### src/hw/rtl/ifs_pkg.sv
package ifs_pkg;

  localparam int HOLD_DEPTH_DEF = 32;
  localparam int MAX_NAMES_DEF  = 16;

  // Character codes
  localparam logic [7:0] CH_SPACE = 8'h20;
  localparam logic [7:0] CH_TAB   = 8'h09;
  localparam logic [7:0] CH_NL    = 8'h0A;
  localparam logic [7:0] CH_CR    = 8'h0D;
  localparam logic [7:0] CH_BSL   = 8'h5C;
  localparam logic [7:0] CH_LC_N  = 8'h6E;
  localparam logic [7:0] CH_LC_T  = 8'h74;
  localparam logic [7:0] CH_LC_R  = 8'h72;

  // Configuration register indexes
  localparam logic [2:0] CFG_MAP0  = 3'd0;
  localparam logic [2:0] CFG_MAP1  = 3'd1;
  localparam logic [2:0] CFG_MAP2  = 3'd2;
  localparam logic [2:0] CFG_MAP3  = 3'd3;
  localparam logic [2:0] CFG_RAW   = 3'd4;
  localparam logic [2:0] CFG_NAMES = 3'd5;

  // Reset delimiter set: space, tab, newline
  localparam logic [63:0] IFS_MAP0_RST = 64'h0000_0001_0000_0600;

  typedef enum logic [2:0] {
    PH_LEAD  = 3'd0,
    PH_FIELD = 3'd1,
    PH_SEP1  = 3'd2,
    PH_SEP2  = 3'd3,
    PH_REM   = 3'd4
  } phase_t;

  typedef struct packed {
    logic       byte_v;
    logic       fend;
    logic [7:0] data;
    logic [7:0] idx;
  } res_t;

  typedef struct packed {
    logic accept;
    logic step_apply;
    logic flush_start;
    logic flush_emit;
    logic end_first;
    logic end_pad;
    logic release_pend;
  } cmd_t;

  typedef struct packed {
    logic sub_avail;
    logic do_end;
    logic flush_go;
    logic emit_need;
    logic slot_ok;
    logic flush_last;
    logic em_first;
    logic em_pad;
    logic pad_last;
  } sts_t;

endpackage

### src/hw/rtl/ifs_ctrl.sv
module ifs_ctrl import ifs_pkg::*; (
  input  logic clk,
  input  logic rst,
  input  logic in_valid,
  output logic in_ready,
  input  sts_t sts,
  output cmd_t cmd
);

  typedef enum logic [5:0] {
    S_IDLE  = 6'b000001,
    S_STEP  = 6'b000010,
    S_FLUSH = 6'b000100,
    S_ENDM  = 6'b001000,
    S_PAD   = 6'b010000,
    S_DONE  = 6'b100000
  } state_t;

  state_t state, state_next;

  assign in_ready = (state == S_IDLE);

  // Sequence the sub-bytes, hold releases and end marks of one transaction
  always_comb begin
    state_next = state;
    cmd        = '0;
    unique case (state)
      S_IDLE: begin
        if (in_valid) begin
          cmd.accept = 1'b1;
          state_next = S_STEP;
        end
      end
      S_STEP: begin
        if (!sts.sub_avail) begin
          state_next = sts.do_end ? S_ENDM : S_DONE;
        end else if (sts.flush_go) begin
          cmd.flush_start = 1'b1;
          state_next      = S_FLUSH;
        end else if (!sts.emit_need || sts.slot_ok) begin
          cmd.step_apply = 1'b1;
        end
      end
      S_FLUSH: begin
        if (sts.slot_ok) begin
          cmd.flush_emit = 1'b1;
          if (sts.flush_last) state_next = S_STEP;
        end
      end
      S_ENDM: begin
        if (!sts.em_first || sts.slot_ok) begin
          cmd.end_first = 1'b1;
          state_next    = sts.em_pad ? S_PAD : S_DONE;
        end
      end
      S_PAD: begin
        if (sts.slot_ok) begin
          cmd.end_pad = 1'b1;
          if (sts.pad_last) state_next = S_DONE;
        end
      end
      S_DONE: begin
        if (sts.slot_ok) begin
          cmd.release_pend = 1'b1;
          state_next       = S_IDLE;
        end
      end
      default: state_next = S_IDLE;
    endcase
  end

  always_ff @(posedge clk) begin
    if (rst) begin
      state <= S_IDLE;
    end else begin
      state <= state_next;
    end
  end

endmodule

### src/hw/rtl/ifs_dp.sv
module ifs_dp import ifs_pkg::*; #(
  parameter int HOLD_DEPTH = HOLD_DEPTH_DEF,
  parameter int MAX_NAMES  = MAX_NAMES_DEF
) (
  input  logic        clk,
  input  logic        rst,
  input  logic [7:0]  data_byte,
  input  logic        line_end,
  input  logic        cfg_valid,
  input  logic [2:0]  cfg_index,
  input  logic [63:0] cfg_data,
  input  cmd_t        cmd,
  output sts_t        sts,
  input  logic        out_ready,
  output logic        out_valid,
  output logic [7:0]  out_byte,
  output logic [7:0]  field_index,
  output logic        byte_valid,
  output logic        field_end,
  output logic        hold_overflow,
  output logic        last
);

  localparam int         AW     = $clog2(HOLD_DEPTH);
  localparam logic [5:0] DEPTH6 = 6'(HOLD_DEPTH);
  localparam logic [4:0] MAXN5  = 5'(MAX_NAMES);

  // Configuration
  logic [255:0] ifs_map;
  logic         esc_bypass;
  logic [4:0]   name_count;
  logic [4:0]   n;

  // Line state
  logic         esc;
  phase_t       phase;
  logic [7:0]   cur;
  logic [7:0]   hold_mem [HOLD_DEPTH];
  logic [5:0]   hcnt;
  logic         hhas;
  logic         rhas;

  // Sub-bytes of the current transaction
  logic [7:0]   sa, sb;
  logic         sa_v, sb_v, do_end;
  logic         item_lost;
  logic [AW-1:0] fptr;
  logic [3:0]   pad_f;

  // Result staging
  res_t         pend;
  logic         pend_v;
  res_t         out_r;
  logic         out_last, out_ovf;

  always_ff @(posedge clk) begin
    if (rst) begin
      ifs_map    <= {192'd0, IFS_MAP0_RST};
      esc_bypass <= 1'b0;
      name_count <= 5'd1;
    end else if (cfg_valid) begin
      unique case (cfg_index)
        CFG_MAP0:  ifs_map[63:0]    <= cfg_data;
        CFG_MAP1:  ifs_map[127:64]  <= cfg_data;
        CFG_MAP2:  ifs_map[191:128] <= cfg_data;
        CFG_MAP3:  ifs_map[255:192] <= cfg_data;
        CFG_RAW:   esc_bypass       <= cfg_data[0];
        CFG_NAMES: name_count       <= cfg_data[4:0];
        default:   ;
      endcase
    end
  end

  assign n = (name_count > MAXN5) ? MAXN5 : name_count;

  // Classify the current sub-byte
  logic [7:0] b;
  logic       mem, wh;
  logic [7:0] inc;
  logic [8:0] cur9, nm1, start9;
  logic       n_ge2;

  assign b      = sa_v ? sa : sb;
  assign mem    = ifs_map[b];
  assign wh     = mem && (b == CH_SPACE || b == CH_TAB || b == CH_NL);
  assign inc    = (cur != 8'hFF) ? cur + 8'd1 : cur;
  assign cur9   = {1'b0, cur} + 9'd1;
  assign nm1    = {4'd0, n} - 9'd1;
  assign n_ge2  = (n >= 5'd2);
  assign start9 = (phase == PH_LEAD) ? 9'd0 : cur9;

  // Decode one split step
  logic   d_flush, d_frem, d_emit, d_hclr, d_push, d_sethas, d_rclr, d_rset;
  res_t   d_res;
  phase_t d_ph;
  logic [7:0] d_cur;

  always_comb begin
    logic sn;
    sn       = 1'b0;
    d_flush  = 1'b0;
    d_frem   = 1'b0;
    d_emit   = 1'b0;
    d_hclr   = 1'b0;
    d_push   = 1'b0;
    d_sethas = 1'b0;
    d_rclr   = 1'b0;
    d_rset   = 1'b0;
    d_res    = '{byte_v: 1'b1, fend: 1'b0, data: b, idx: cur};
    d_ph     = phase;
    d_cur    = cur;
    if (n == 5'd1) begin
      // single value: trim white space only
      if (!(phase == PH_LEAD && wh)) begin
        d_ph = PH_FIELD;
        if (wh) begin
          d_push = 1'b1;
        end else begin
          d_flush = 1'b1;
          d_emit  = 1'b1;
        end
      end
    end else if (phase == PH_REM && n_ge2) begin
      if (wh) begin
        d_push = 1'b1;
      end else if (!mem) begin
        d_flush = 1'b1;
        d_frem  = 1'b1;
        d_emit  = 1'b1;
      end else if (hhas || rhas) begin
        d_flush = 1'b1;
        d_frem  = 1'b1;
        d_emit  = 1'b1;
        d_rset  = 1'b1;
      end else begin
        d_push   = 1'b1;
        d_sethas = 1'b1;
      end
    end else begin
      d_hclr = 1'b1;
      unique case (phase)
        PH_LEAD: begin
          if (!wh) begin
            if (!mem) begin
              d_ph   = PH_FIELD;
              d_emit = 1'b1;
            end else begin
              d_res  = '{byte_v: 1'b0, fend: 1'b1, data: 8'd0, idx: cur};
              d_emit = 1'b1;
              d_ph   = PH_SEP2;
            end
          end
        end
        PH_FIELD, PH_REM: begin
          d_ph   = PH_FIELD;
          d_emit = 1'b1;
          if (mem) begin
            d_res = '{byte_v: 1'b0, fend: 1'b1, data: 8'd0, idx: cur};
            d_ph  = wh ? PH_SEP1 : PH_SEP2;
          end
        end
        PH_SEP1: begin
          if (!wh) begin
            if (mem) d_ph = PH_SEP2;
            else     sn   = 1'b1;
          end
        end
        default: begin
          d_ph = PH_SEP2;
          if (!wh) begin
            if (!mem || (n_ge2 && cur9 >= nm1)) begin
              sn = 1'b1;
            end else begin
              d_cur  = inc;
              d_res  = '{byte_v: 1'b0, fend: 1'b1, data: 8'd0, idx: inc};
              d_emit = 1'b1;
            end
          end
        end
      endcase
      // open the next field
      if (sn) begin
        d_cur = inc;
        d_res = '{byte_v: 1'b1, fend: 1'b0, data: b, idx: inc};
        if (n_ge2 && {1'b0, inc} >= nm1) begin
          d_ph   = PH_REM;
          d_rclr = 1'b1;
          if (wh) begin
            d_push = 1'b1;
          end else if (!mem) begin
            d_emit = 1'b1;
          end else begin
            d_push   = 1'b1;
            d_sethas = 1'b1;
          end
        end else begin
          d_ph   = PH_FIELD;
          d_emit = 1'b1;
        end
      end
    end
  end

  // Hold push arithmetic
  logic [5:0] hbase, flush_n;
  assign hbase   = d_hclr ? 6'd0 : hcnt;
  assign flush_n = (hcnt > DEPTH6) ? DEPTH6 : hcnt;

  // End of line marks
  logic em_first, em_pad;
  assign em_first = (n == 5'd1) ||
                    (n == 5'd0 && (phase == PH_FIELD || phase == PH_REM)) ||
                    (n_ge2 && (phase == PH_REM || phase == PH_FIELD));
  assign em_pad   = n_ge2 && (phase != PH_REM) && (start9 < {4'd0, n});

  // Status to the controller
  always_comb begin
    sts.sub_avail  = sa_v || sb_v;
    sts.do_end     = do_end;
    sts.flush_go   = d_flush && (hcnt != 6'd0);
    sts.emit_need  = d_emit;
    sts.slot_ok    = !pend_v || !out_valid || out_ready;
    sts.flush_last = (6'(fptr) == flush_n - 6'd1);
    sts.em_first   = em_first;
    sts.em_pad     = em_pad;
    sts.pad_last   = ({1'b0, pad_f} == n - 5'd1);
  end

  // Escape decode at the transaction
  logic [7:0] a_n;
  logic       av_n, bv_n, esc_n;
  always_comb begin
    a_n   = data_byte;
    av_n  = 1'b0;
    bv_n  = 1'b0;
    esc_n = esc;
    if (!line_end) begin
      if (esc_bypass) begin
        esc_n = 1'b0;
        av_n  = 1'b1;
        if (esc) begin
          a_n  = CH_BSL;
          bv_n = 1'b1;
        end
      end else if (esc) begin
        esc_n = 1'b0;
        av_n  = 1'b1;
        unique case (data_byte)
          CH_LC_N: a_n = CH_NL;
          CH_LC_T: a_n = CH_TAB;
          CH_LC_R: a_n = CH_CR;
          CH_BSL:  a_n = CH_BSL;
          default: begin
            a_n  = CH_BSL;
            bv_n = 1'b1;
          end
        endcase
      end else if (data_byte == CH_BSL) begin
        esc_n = 1'b1;
      end else begin
        av_n = 1'b1;
      end
    end else begin
      a_n   = CH_BSL;
      av_n  = esc;
      esc_n = 1'b0;
    end
  end

  // Line state and sequencing registers
  always_ff @(posedge clk) begin
    if (rst) begin
      esc       <= 1'b0;
      phase     <= PH_LEAD;
      cur       <= 8'd0;
      hcnt      <= 6'd0;
      hhas      <= 1'b0;
      rhas      <= 1'b0;
      sa_v      <= 1'b0;
      sb_v      <= 1'b0;
      do_end    <= 1'b0;
      item_lost <= 1'b0;
    end else if (cmd.accept) begin
      esc       <= esc_n;
      sa_v      <= av_n;
      sb_v      <= bv_n;
      do_end    <= line_end;
      item_lost <= 1'b0;
    end else if (cmd.step_apply) begin
      if (sa_v) sa_v <= 1'b0;
      else      sb_v <= 1'b0;
      phase <= d_ph;
      cur   <= d_cur;
      if (d_push) begin
        hcnt <= (hbase < 6'd63) ? hbase + 6'd1 : hbase;
      end else begin
        hcnt <= (d_hclr || d_flush) ? 6'd0 : hcnt;
      end
      hhas <= ((d_hclr || d_flush) ? 1'b0 : hhas) | d_sethas;
      rhas <= (d_rclr ? 1'b0 : rhas) | d_rset;
    end else if (cmd.flush_start) begin
      item_lost <= item_lost | (hcnt > DEPTH6);
      if (d_frem) rhas <= 1'b1;
    end else if (cmd.flush_emit) begin
      if (sts.flush_last) begin
        hcnt <= 6'd0;
        hhas <= 1'b0;
      end
    end else if ((cmd.end_first && !em_pad) || (cmd.end_pad && sts.pad_last)) begin
      phase <= PH_LEAD;
      cur   <= 8'd0;
      hcnt  <= 6'd0;
      hhas  <= 1'b0;
      rhas  <= 1'b0;
    end
  end

  // Payload registers
  always_ff @(posedge clk) begin
    if (cmd.accept) begin
      sa <= a_n;
      sb <= data_byte;
    end
    if (cmd.step_apply && d_push && hbase < DEPTH6) begin
      hold_mem[hbase[AW-1:0]] <= b;
    end
    if (cmd.flush_start) fptr <= '0;
    else if (cmd.flush_emit) fptr <= fptr + 1'b1;
    if (cmd.end_first) pad_f <= start9[3:0];
    else if (cmd.end_pad) pad_f <= pad_f + 4'd1;
  end

  // Pick the result produced this cycle
  logic emit_go;
  res_t emit_res;
  always_comb begin
    emit_go  = 1'b1;
    emit_res = d_res;
    priority if (cmd.step_apply && d_emit) begin
      emit_res = d_res;
    end else if (cmd.flush_emit) begin
      emit_res = '{byte_v: 1'b1, fend: 1'b0, data: hold_mem[fptr], idx: cur};
    end else if (cmd.end_first && em_first) begin
      emit_res = '{byte_v: 1'b0, fend: 1'b1, data: 8'd0, idx: cur};
    end else if (cmd.end_pad) begin
      emit_res = '{byte_v: 1'b0, fend: 1'b1, data: 8'd0, idx: {4'd0, pad_f}};
    end else begin
      emit_go = 1'b0;
    end
  end

  // Stage one result so that the last one can be marked
  always_ff @(posedge clk) begin
    if (rst) begin
      pend_v    <= 1'b0;
      out_valid <= 1'b0;
    end else if (emit_go) begin
      pend_v <= 1'b1;
      if (pend_v) out_valid <= 1'b1;
      else if (out_ready) out_valid <= 1'b0;
    end else if (cmd.release_pend && pend_v) begin
      pend_v    <= 1'b0;
      out_valid <= 1'b1;
    end else if (out_ready) begin
      out_valid <= 1'b0;
    end
  end

  always_ff @(posedge clk) begin
    if (emit_go) begin
      pend <= emit_res;
      if (pend_v) begin
        out_r    <= pend;
        out_last <= 1'b0;
        out_ovf  <= item_lost;
      end
    end else if (cmd.release_pend && pend_v) begin
      out_r    <= pend;
      out_last <= 1'b1;
      out_ovf  <= item_lost;
    end
  end

  assign out_byte      = out_r.data;
  assign field_index   = out_r.idx;
  assign byte_valid    = out_r.byte_v;
  assign field_end     = out_r.fend;
  assign hold_overflow = out_ovf;
  assign last          = out_last;

endmodule

### src/hw/rtl/ifs_field_splitter_unit.sv
// Channel   Direction  Handshake              Payload
// in        input      in_valid / in_ready    data_byte, line_end
// cfg       input      cfg_valid / cfg_ready  cfg_index, cfg_data
// out       output     out_valid / out_ready  out_byte, field_index, byte_valid,
//                                             field_end, hold_overflow, last
//
// One transaction at a time: the sequencer takes it, steps through each decoded
// sub-byte, sees the sub-bytes used up and marks the final result; a hold release
// emits each held byte, and a line end adds its end marks, first and padding.
// Synchronous active-high reset clears the sequencer, configuration, line state
// and valid flags; no clearing pass. cfg_ready is always high. A stalled out
// channel stops the sequencer when a result is due and both stages are full.
module ifs_field_splitter_unit import ifs_pkg::*; #(
  parameter int HOLD_DEPTH = HOLD_DEPTH_DEF,
  parameter int MAX_NAMES  = MAX_NAMES_DEF
) (
  input  logic        clk,
  input  logic        rst,
  input  logic        in_valid,
  output logic        in_ready,
  input  logic [7:0]  data_byte,
  input  logic        line_end,
  input  logic        cfg_valid,
  output logic        cfg_ready,
  input  logic [2:0]  cfg_index,
  input  logic [63:0] cfg_data,
  output logic        out_valid,
  input  logic        out_ready,
  output logic [7:0]  out_byte,
  output logic [7:0]  field_index,
  output logic        byte_valid,
  output logic        field_end,
  output logic        hold_overflow,
  output logic        last
);

  cmd_t cmd;
  sts_t sts;

  assign cfg_ready = 1'b1;

  ifs_ctrl u_ctrl (
    .clk      (clk),
    .rst      (rst),
    .in_valid (in_valid),
    .in_ready (in_ready),
    .sts      (sts),
    .cmd      (cmd)
  );

  ifs_dp #(
    .HOLD_DEPTH (HOLD_DEPTH),
    .MAX_NAMES  (MAX_NAMES)
  ) u_dp (
    .clk           (clk),
    .rst           (rst),
    .data_byte     (data_byte),
    .line_end      (line_end),
    .cfg_valid     (cfg_valid),
    .cfg_index     (cfg_index),
    .cfg_data      (cfg_data),
    .cmd           (cmd),
    .sts           (sts),
    .out_ready     (out_ready),
    .out_valid     (out_valid),
    .out_byte      (out_byte),
    .field_index   (field_index),
    .byte_valid    (byte_valid),
    .field_end     (field_end),
    .hold_overflow (hold_overflow),
    .last          (last)
  );

endmodule

### config.mk
export PLATFORM = sky130hd
export DESIGN_NAME = ifs_field_splitter_unit
export DESIGN_NICKNAME = d
export VERILOG_FILES = /design/src/hw/rtl/ifs_pkg.sv /design/src/hw/rtl/ifs_ctrl.sv /design/src/hw/rtl/ifs_dp.sv /design/src/hw/rtl/ifs_field_splitter_unit.sv
export SDC_FILE = /design/constraint.sdc
export NUM_CORES = 1
export LEC_CHECK = 0
export BUFFER_PORTS_ARGS = -buffer_cell sky130_fd_sc_hd__buf_4
export CAP_MARGIN = 30
export CORE_MARGIN = 2
export CORE_UTILIZATION = 40
export CTS_CLUSTER_SIZE = 8
export DETAILED_ROUTE_END_ITERATION = 8
export GPL_ROUTABILITY_DRIVEN = 0
export SYNTH_ARGS = -nofsm -noshare
export SYNTH_HDL_FRONTEND = slang
export SYNTH_SLANG_ARGS = --single-unit
### constraint.sdc
create_clock -name clk -period 12.8 [get_ports clk]
set_input_delay 2.56 -clock clk [delete_from_list [all_inputs] [get_ports clk]]
set_output_delay 2.56 -clock clk [all_outputs]
set_load 0.02 [all_outputs]
==> results of run 1 <==
## power by group through the flow
stage | Sequential [mW] | Combinational [mW] | Clock, mW
detailed placement | 2.22 | 0.609 | 0
global placement | 2.22 | 0.597 | 0
finish | 2.18 | 0.630 | 2.13
floorplan | 2.20 | 0.385 | 0
CTS | 2.18 | 0.610 | 2.16
global route | 2.18 | 0.667 | 2.24
## area by class of cell
type | instances | area share, %
multi-input combinational | 1973 | 37.3
antenna | 1 | 0.00762
inverter | 51 | 0.591
clock buffer | 119 | 7.03
tap | 950 | 3.62
sequential | 618 | 47.3
timing repair buffer | 146 | 3.53
clock inverter | 8 | 0.583
## final timing paths
path                      start                    to  depth (start not counted)
setup / recovery      u_dp.sa_v  u_dp.hold_mem[19][5]                         13
setup reg to reg      u_dp.sa_v  u_dp.hold_mem[19][5]                         13
hold reg to reg   u_dp.pend[11]      u_dp.out_byte[3]                          0
hold / removal    u_dp.pend[11]      u_dp.out_byte[3]                          0
## cells by family (layout without fill, tap and decap cells)
| family | Yosys count | after routing | share of synthesized area (%) |
|---|---|---|---|
| and+or+nand+nor | 1012 | 1012 | 15.7 |
| AOI/OAI and AO/OA | 780 | 780 | 16.8 |
| DFF | 618 | 618 | 54.0 |
| buffers and inverters | 244 | 324 | 3.52 |
| muxes | 124 | 124 | 7.91 |
| adders and majority gates | 29 | 29 | 1.26 |
| xor gates and xnor gates | 27 | 27 | 0.823 |
| other | 1 | 2 | 0.0130 |
## sequential cells by signal, indices dropped and copies added (netlist names), 3 cells and up, named ones only
| register | count |
|---|---|
| u_dp.pend | 18 |
| u_dp.name_count | 5 |
| u_dp.out_byte | 8 |
| u_dp.field_index | 8 |
| u_ctrl.state | 6 |
| u_dp.hold_mem | 256 |
| u_dp.sa | 8 |
| u_dp.pad_f | 4 |
| u_dp.phase | 3 |
| u_dp.ifs_map | 256 |
| u_dp.sb | 8 |
| u_dp.cur | 8 |
| u_dp.fptr | 5 |
| u_dp.hcnt | 6 |
## critical path, cell delays in order (launching register included)
cell,delay [ns]
dfxtp_4,0.77
buf_4,0.62
and2_1,0.54
nor2_1,0.14
inv_2,0.70
a31oi_1,0.08
a41o_1,0.28
a31oi_1,0.28
o31ai_2,0.18
nor3_2,0.31
o2111ai_1,0.20
a21oi_2,0.43
o2111ai_2,0.54
nor3_1,1.06
## metrics by stage
step	setup WS, ns	std cells	power [mW]	instance area (um^2)	hold WS (ns)
after floorplan	7.56	2835	2.59	28700	0.400
after global placement	6.42	3726	2.82	30200	0.409
after detailed placement	6.13	3731	2.83	30200	0.405
after CTS	6.17	3858	4.95	32700	0.416
after global routing	6.04	3866	5.09	32800	0.430
final	6.24	3866	4.94	32800	0.414
## layer usage
layer  up-vias  share of wire, %  global-route usage, %
met3       292               8.3                   4.50
li1      10390                 -                      -
met4         0               4.5                   10.4
met1     11281                40                   31.8
met2      1225                47                   39.7
met5         -                 0                      0
## cell usage in the layout (no fill, tap or decap), drive strengths merged, types with 9 or more instances in the layout
| master | instances |
|---|---|
| nand2 | 605 |
| a21oi | 395 |
| edfxtp | 314 |
| dfxtp | 304 |
| buf | 141 |
| nor2 | 132 |
| clkbuf | 124 |
| o21ai | 122 |
| mux4 | 80 |
| nand2b | 67 |
| inv | 52 |
| nand3 | 41 |
| nor3 | 38 |
| o211ai | 37 |
| a211oi | 35 |
| mux2i | 35 |
| ha | 29 |
| o22ai | 28 |
| nor2b | 26 |
| and3 | 22 |
| a22oi | 18 |
| and2 | 15 |
| nand4 | 15 |
| xor2 | 14 |
| xnor2 | 13 |
| a221oi | 12 |
| a31oi | 10 |
| o221ai | 10 |
| a221o | 9 |
| o2bb2ai | 9 |
| mux2 | 9 |
| or3 | 9 |
| o32ai | 9 |
==> impl_metrics.json, run 1 <==
{
  "nets": 2987,
  "coreArea_um2": 71400,
  "r2r_slack_ns": 6.24,
  "required_ns": 13.09,
  "cts_setup_buffers": 0,
  "pin_count": 104,
  "yosysMostFrequentCell": "nand2_1",
  "drtIter0Drc": 2699,
  "finalCriticalPeriod_ns": 6.56,
  "slew_violations": 0,
  "htreeDepth": 3,
  "grt-ovfl-total": 0,
  "ys_warn_count": 0,
  "async_flop_share_pct": 0,
  "antenna_found_initial": 1,
  "synth_area_um2": 28700,
  "cts_root_buf": "clkbuf_16",
  "multi_input_area_um2": 12300,
  "syn_to_final_growth_pct": 14.2,
  "setup_viol": 0,
  "p_leak_nw": 11.0,
  "numClockSinks": 618,
  "cts_buffer_depth": 3,
  "hold_class": "reg -> reg",
  "combPwrFrac_pct": 12.7,
  "die_area_um2": 74000,
  "yosysTopAreaCell": "edfxtp_1",
  "numCtsBuffers": 87,
  "power_density_nw_per_um2": 151,
  "initial_core_util_pct": 40.3,
  "synth_top_area_share_pct": 32.8,
  "crit_path_end_kind": "register",
  "vdd_drop_max_uv": 111,
  "path_max_fanout": 68,
  "ys_seq_area_share_pct": 54.0,
  "cap_violations": 0,
  "crit_type": "reg -> reg",
  "tritoncts": "done",
  "cts_resized": 0,
  "ant_nets": 0,
  "tightestPinTransition_ns": 1.12,
  "start_kind": "register",
  "p_seq_share_pct": 44.2,
  "grt_pass1_vias": 21992,
  "status": "finished, final reports clean",
  "ff_latch_area_um2": 15500,
  "drtPass1Iterations": 6,
  "grt_first_pass_wirelength_mm": 138,
  "port_buffers": 102,
  "wire_per_inst_um": 23.9,
  "synth_cell_types": 101,
  "synth.net_count": 2945,
  "final_util_pct": 46.0,
  "post_drt_via_cell_ratio": 6.00,
  "grt_max_degree": 210,
  "slew_headroom_pct": 25.5,
  "p_sw_mw": 1.36,
  "path_clk_slew_ns": 0.05,
  "yosys-top-cells-count": "605 x nand2_1, 393 x a21oi_1, 314 x edfxtp_1, 304 x dfxtp_1, 145 x clkbuf_1",
  "vias": 23188,
  "die_x_um": 272,
  "rsz0062_at_grt": "no",
  "cts_hold_buf": 0,
  "synth_area_leaders": "edfxtp_1 33%, dfxtp_1 21%, nand2_1 7.9%",
  "finalSetupTns_ns": 0,
  "internal_power_mw": 3.59,
  "die_h_um": 272,
  "final_layout_size_suffix_gt1_share_pct": 13.1,
  "finalHoldViolations": 0,
  "arrival_ns": 6.85,
  "syn_area_per_cell_um2": 10.1,
  "fillers": 6600,
  "period_share_pct": 51.3,
  "synth_edf_count": 314,
  "rows": 98,
  "postSynthCellCount": 2835,
  "ys_seq_elements": 618,
  "clkPwrFrac_pct": 43.1,
  "synth_flop_cell": "edfxtp_1",
  "hpwl_mm": 60.0,
  "clock-skew-final_ns": 0.0675,
  "routed_wl_mm": 92.5,
  "track_usage_pct": 24.3,
  "remaining_drc_errors": 0,
  "insertion_delay_ns": 0.67,
  "swShare_pct": 27.5,
  "clock.fmax_mhz": 152
}
(Power assumes the default switching activity.)
==> run 2, diff against run 1 <==
clock period = 6.5 ns   (was 12.8 ns; I/O delays follow)
==> run 2 against run 1 <==
Effect of this change: sequential power is 98% higher; flip-flop and latch count stayed put; wire length is 1.2% lower; via count is 0.22% lower; clock power is 97% higher; power is 97% higher; cell count is 0.67% higher; die area stayed put; hold slack worse by 0.0016 ns; critical endpoint is now u_dp.hold_mem[29][2]; largest power group unchanged.
==> impl_metrics.json, run 2 (same netlist as run 1, synthesis figures left out) <==
{
  "ff2ff_path_depth": 13,
  "rsz0062_at_grt": "no",
  "final_layout_size_suffix_gt1_share_pct": 13.7,
  "pin_count": 104,
  "start_kind": "register",
  "antenna_found_initial": 2,
  "htreeDepth": 3,
  "post_drt_via_cell_ratio": 5.94,
  "cts_hold_buf": 0,
  "internal_power_mw": 7.08,
  "vias": 23137,
  "r2r_slack_ns": 0.67,
  "tritoncts": "done",
  "hold_path_depth": 0,
  "die_area_um2": 74000,
  "combPwrFrac_pct": 12.5,
  "initial_core_util_pct": 40.3,
  "grt_max_degree": 97,
  "endpoint": "u_dp.hold_mem[29][2]",
  "cap_violations": 0,
  "wire_per_inst_um": 23.5,
  "numCtsBuffers": 87,
  "dpl_cell_area_um2": 30500,
  "hpwl_mm": 61.2,
  "cts_root_buf": "clkbuf_16",
  "routed_wl_mm": 91.4,
  "cts_setup_buffers": 0,
  "crit_type": "reg -> reg",
  "die_x_um": 272,
  "rr_startpoint": "u_dp.sa_v",
  "instances_no_fill": 3892,
  "numClockSinks": 618,
  "grt_first_pass_wirelength_mm": 138,
  "slew_headroom_pct": 22.7,
  "r2r_end": "u_dp.hold_mem[29][2]",
  "finalSetupTns_ns": 0,
  "crit_path_end_kind": "register",
  "p_seq_share_pct": 44.3,
  "p_sw_mw": 2.64,
  "rows": 98,
  "tightestPinTransition_ns": 1.16,
  "fillers": 6604,
  "remaining_drc_errors": 0,
  "ant_nets": 0,
  "crit_start": "u_dp.sa_v",
  "drtPass1Iterations": 7,
  "power.total_mw": 9.72,
  "placed_cells": 3761,
  "coreArea_um2": 71400,
  "clock-skew-final_ns": 0.0566,
  "clkPwrFrac_pct": 43.2,
  "finalInstanceArea_um2": 33000,
  "hp-start": "u_dp.pend[13]",
  "final_common_cell": "nand2_1",
  "period_share_pct": 89.6,
  "cts_buffer_depth": 3,
  "hold_class": "reg -> reg",
  "slew_violations": 0,
  "p_leak_nw": 11.1,
  "path_max_fanout": 59,
  "vdd_drop_max_uv": 208,
  "power_density_nw_per_um2": 295,
  "clock.fmax_mhz": 172,
  "port_buffers": 102,
  "setup_viol": 0,
  "final_cell_mix": "604 x nand2_1, 393 x a21oi_1, 314 x edfxtp_1",
  "grt_pass1_vias": 22184,
  "path_clk_slew_ns": 0.05,
  "cts_resized": 0,
  "arrival_ns": 6.10,
  "finalHoldViolations": 0,
  "swShare_pct": 27.2,
  "drtIter0Drc": 2678,
  "insertion_delay_ns": 0.67,
  "grt-ovfl-total": 0,
  "syn_to_final_growth_pct": 14.8,
  "nets": 3010,
  "status": "finished, final reports clean",
  "required_ns": 6.77,
  "track_usage_pct": 24.3,
  "finalCriticalPeriod_ns": 5.83,
  "die_h_um": 272
}
## run 2: final cells by class
class	instances	area, um^2	share of cell area, %
well taps	950	1190	3.60
flip-flops and latches	618	15500	47.0
diodes	1	2.50	0.00758
clock inverters	7	186	0.565
repair buffers	169	1320	4.01
multi-input cells	1973	12300	37.1
inverters	51	194	0.588
clock buffers	123	2320	7.04
## run 2: worst max-delay path: stages, from the launching register on
cell	delay [ns]
dfxtp_4	0.75
and2b_1	0.51
nor3_4	0.77
buf_4	0.33
a21oi_1	0.11
and3_1	0.19
nor3_1	0.21
o31ai_2	0.10
a31oi_2	0.47
nor2_4	0.15
a21oi_2	0.37
o21a_1	0.26
nand4_2	0.39
nor2_1	0.78
## run 2: worst min path at each step
stage | end
floorplan | u_dp.byte_valid
global placement | u_dp.field_index[1]
detailed placement | u_dp.field_index[0]
CTS | u_dp.out_byte[5]
global route | u_dp.out_byte[5]
finish | u_dp.out_byte[5]
## run 2: power groups by stage
stage	clock, mW	sequential, mW	combinational (mW)
floorplan	0	4.33	0.758
detailed placement	0	4.38	1.18
finish	4.20	4.31	1.22
global placement	0	4.38	1.16
CTS	4.25	4.30	1.19
global route	4.42	4.31	1.29
## run 2: per-stage QoR
step,utilization [%],worst slack (ns),hold WS [ns]
6_report,46.2,0.674,0.412
2_1_floorplan,-,1.68,0.400
3_5_place_dp,42.7,0.874,0.405
3_3_place_gp,42.6,1.10,0.405
5_1_grt,46.2,0.489,0.421
4_1_cts,46.2,0.855,0.409
## run 2: per-layer routing
layer | share of wire [%] | vias up | GRT usage [%]
li1 | - | 10426 | -
met1 | 40 | 11278 | 31.9
met2 | 47 | 1205 | 39.4
met3 | 8.9 | 228 | 4.73
met4 | 3.9 | 0 | 10.2
met5 | 0 | - | 0
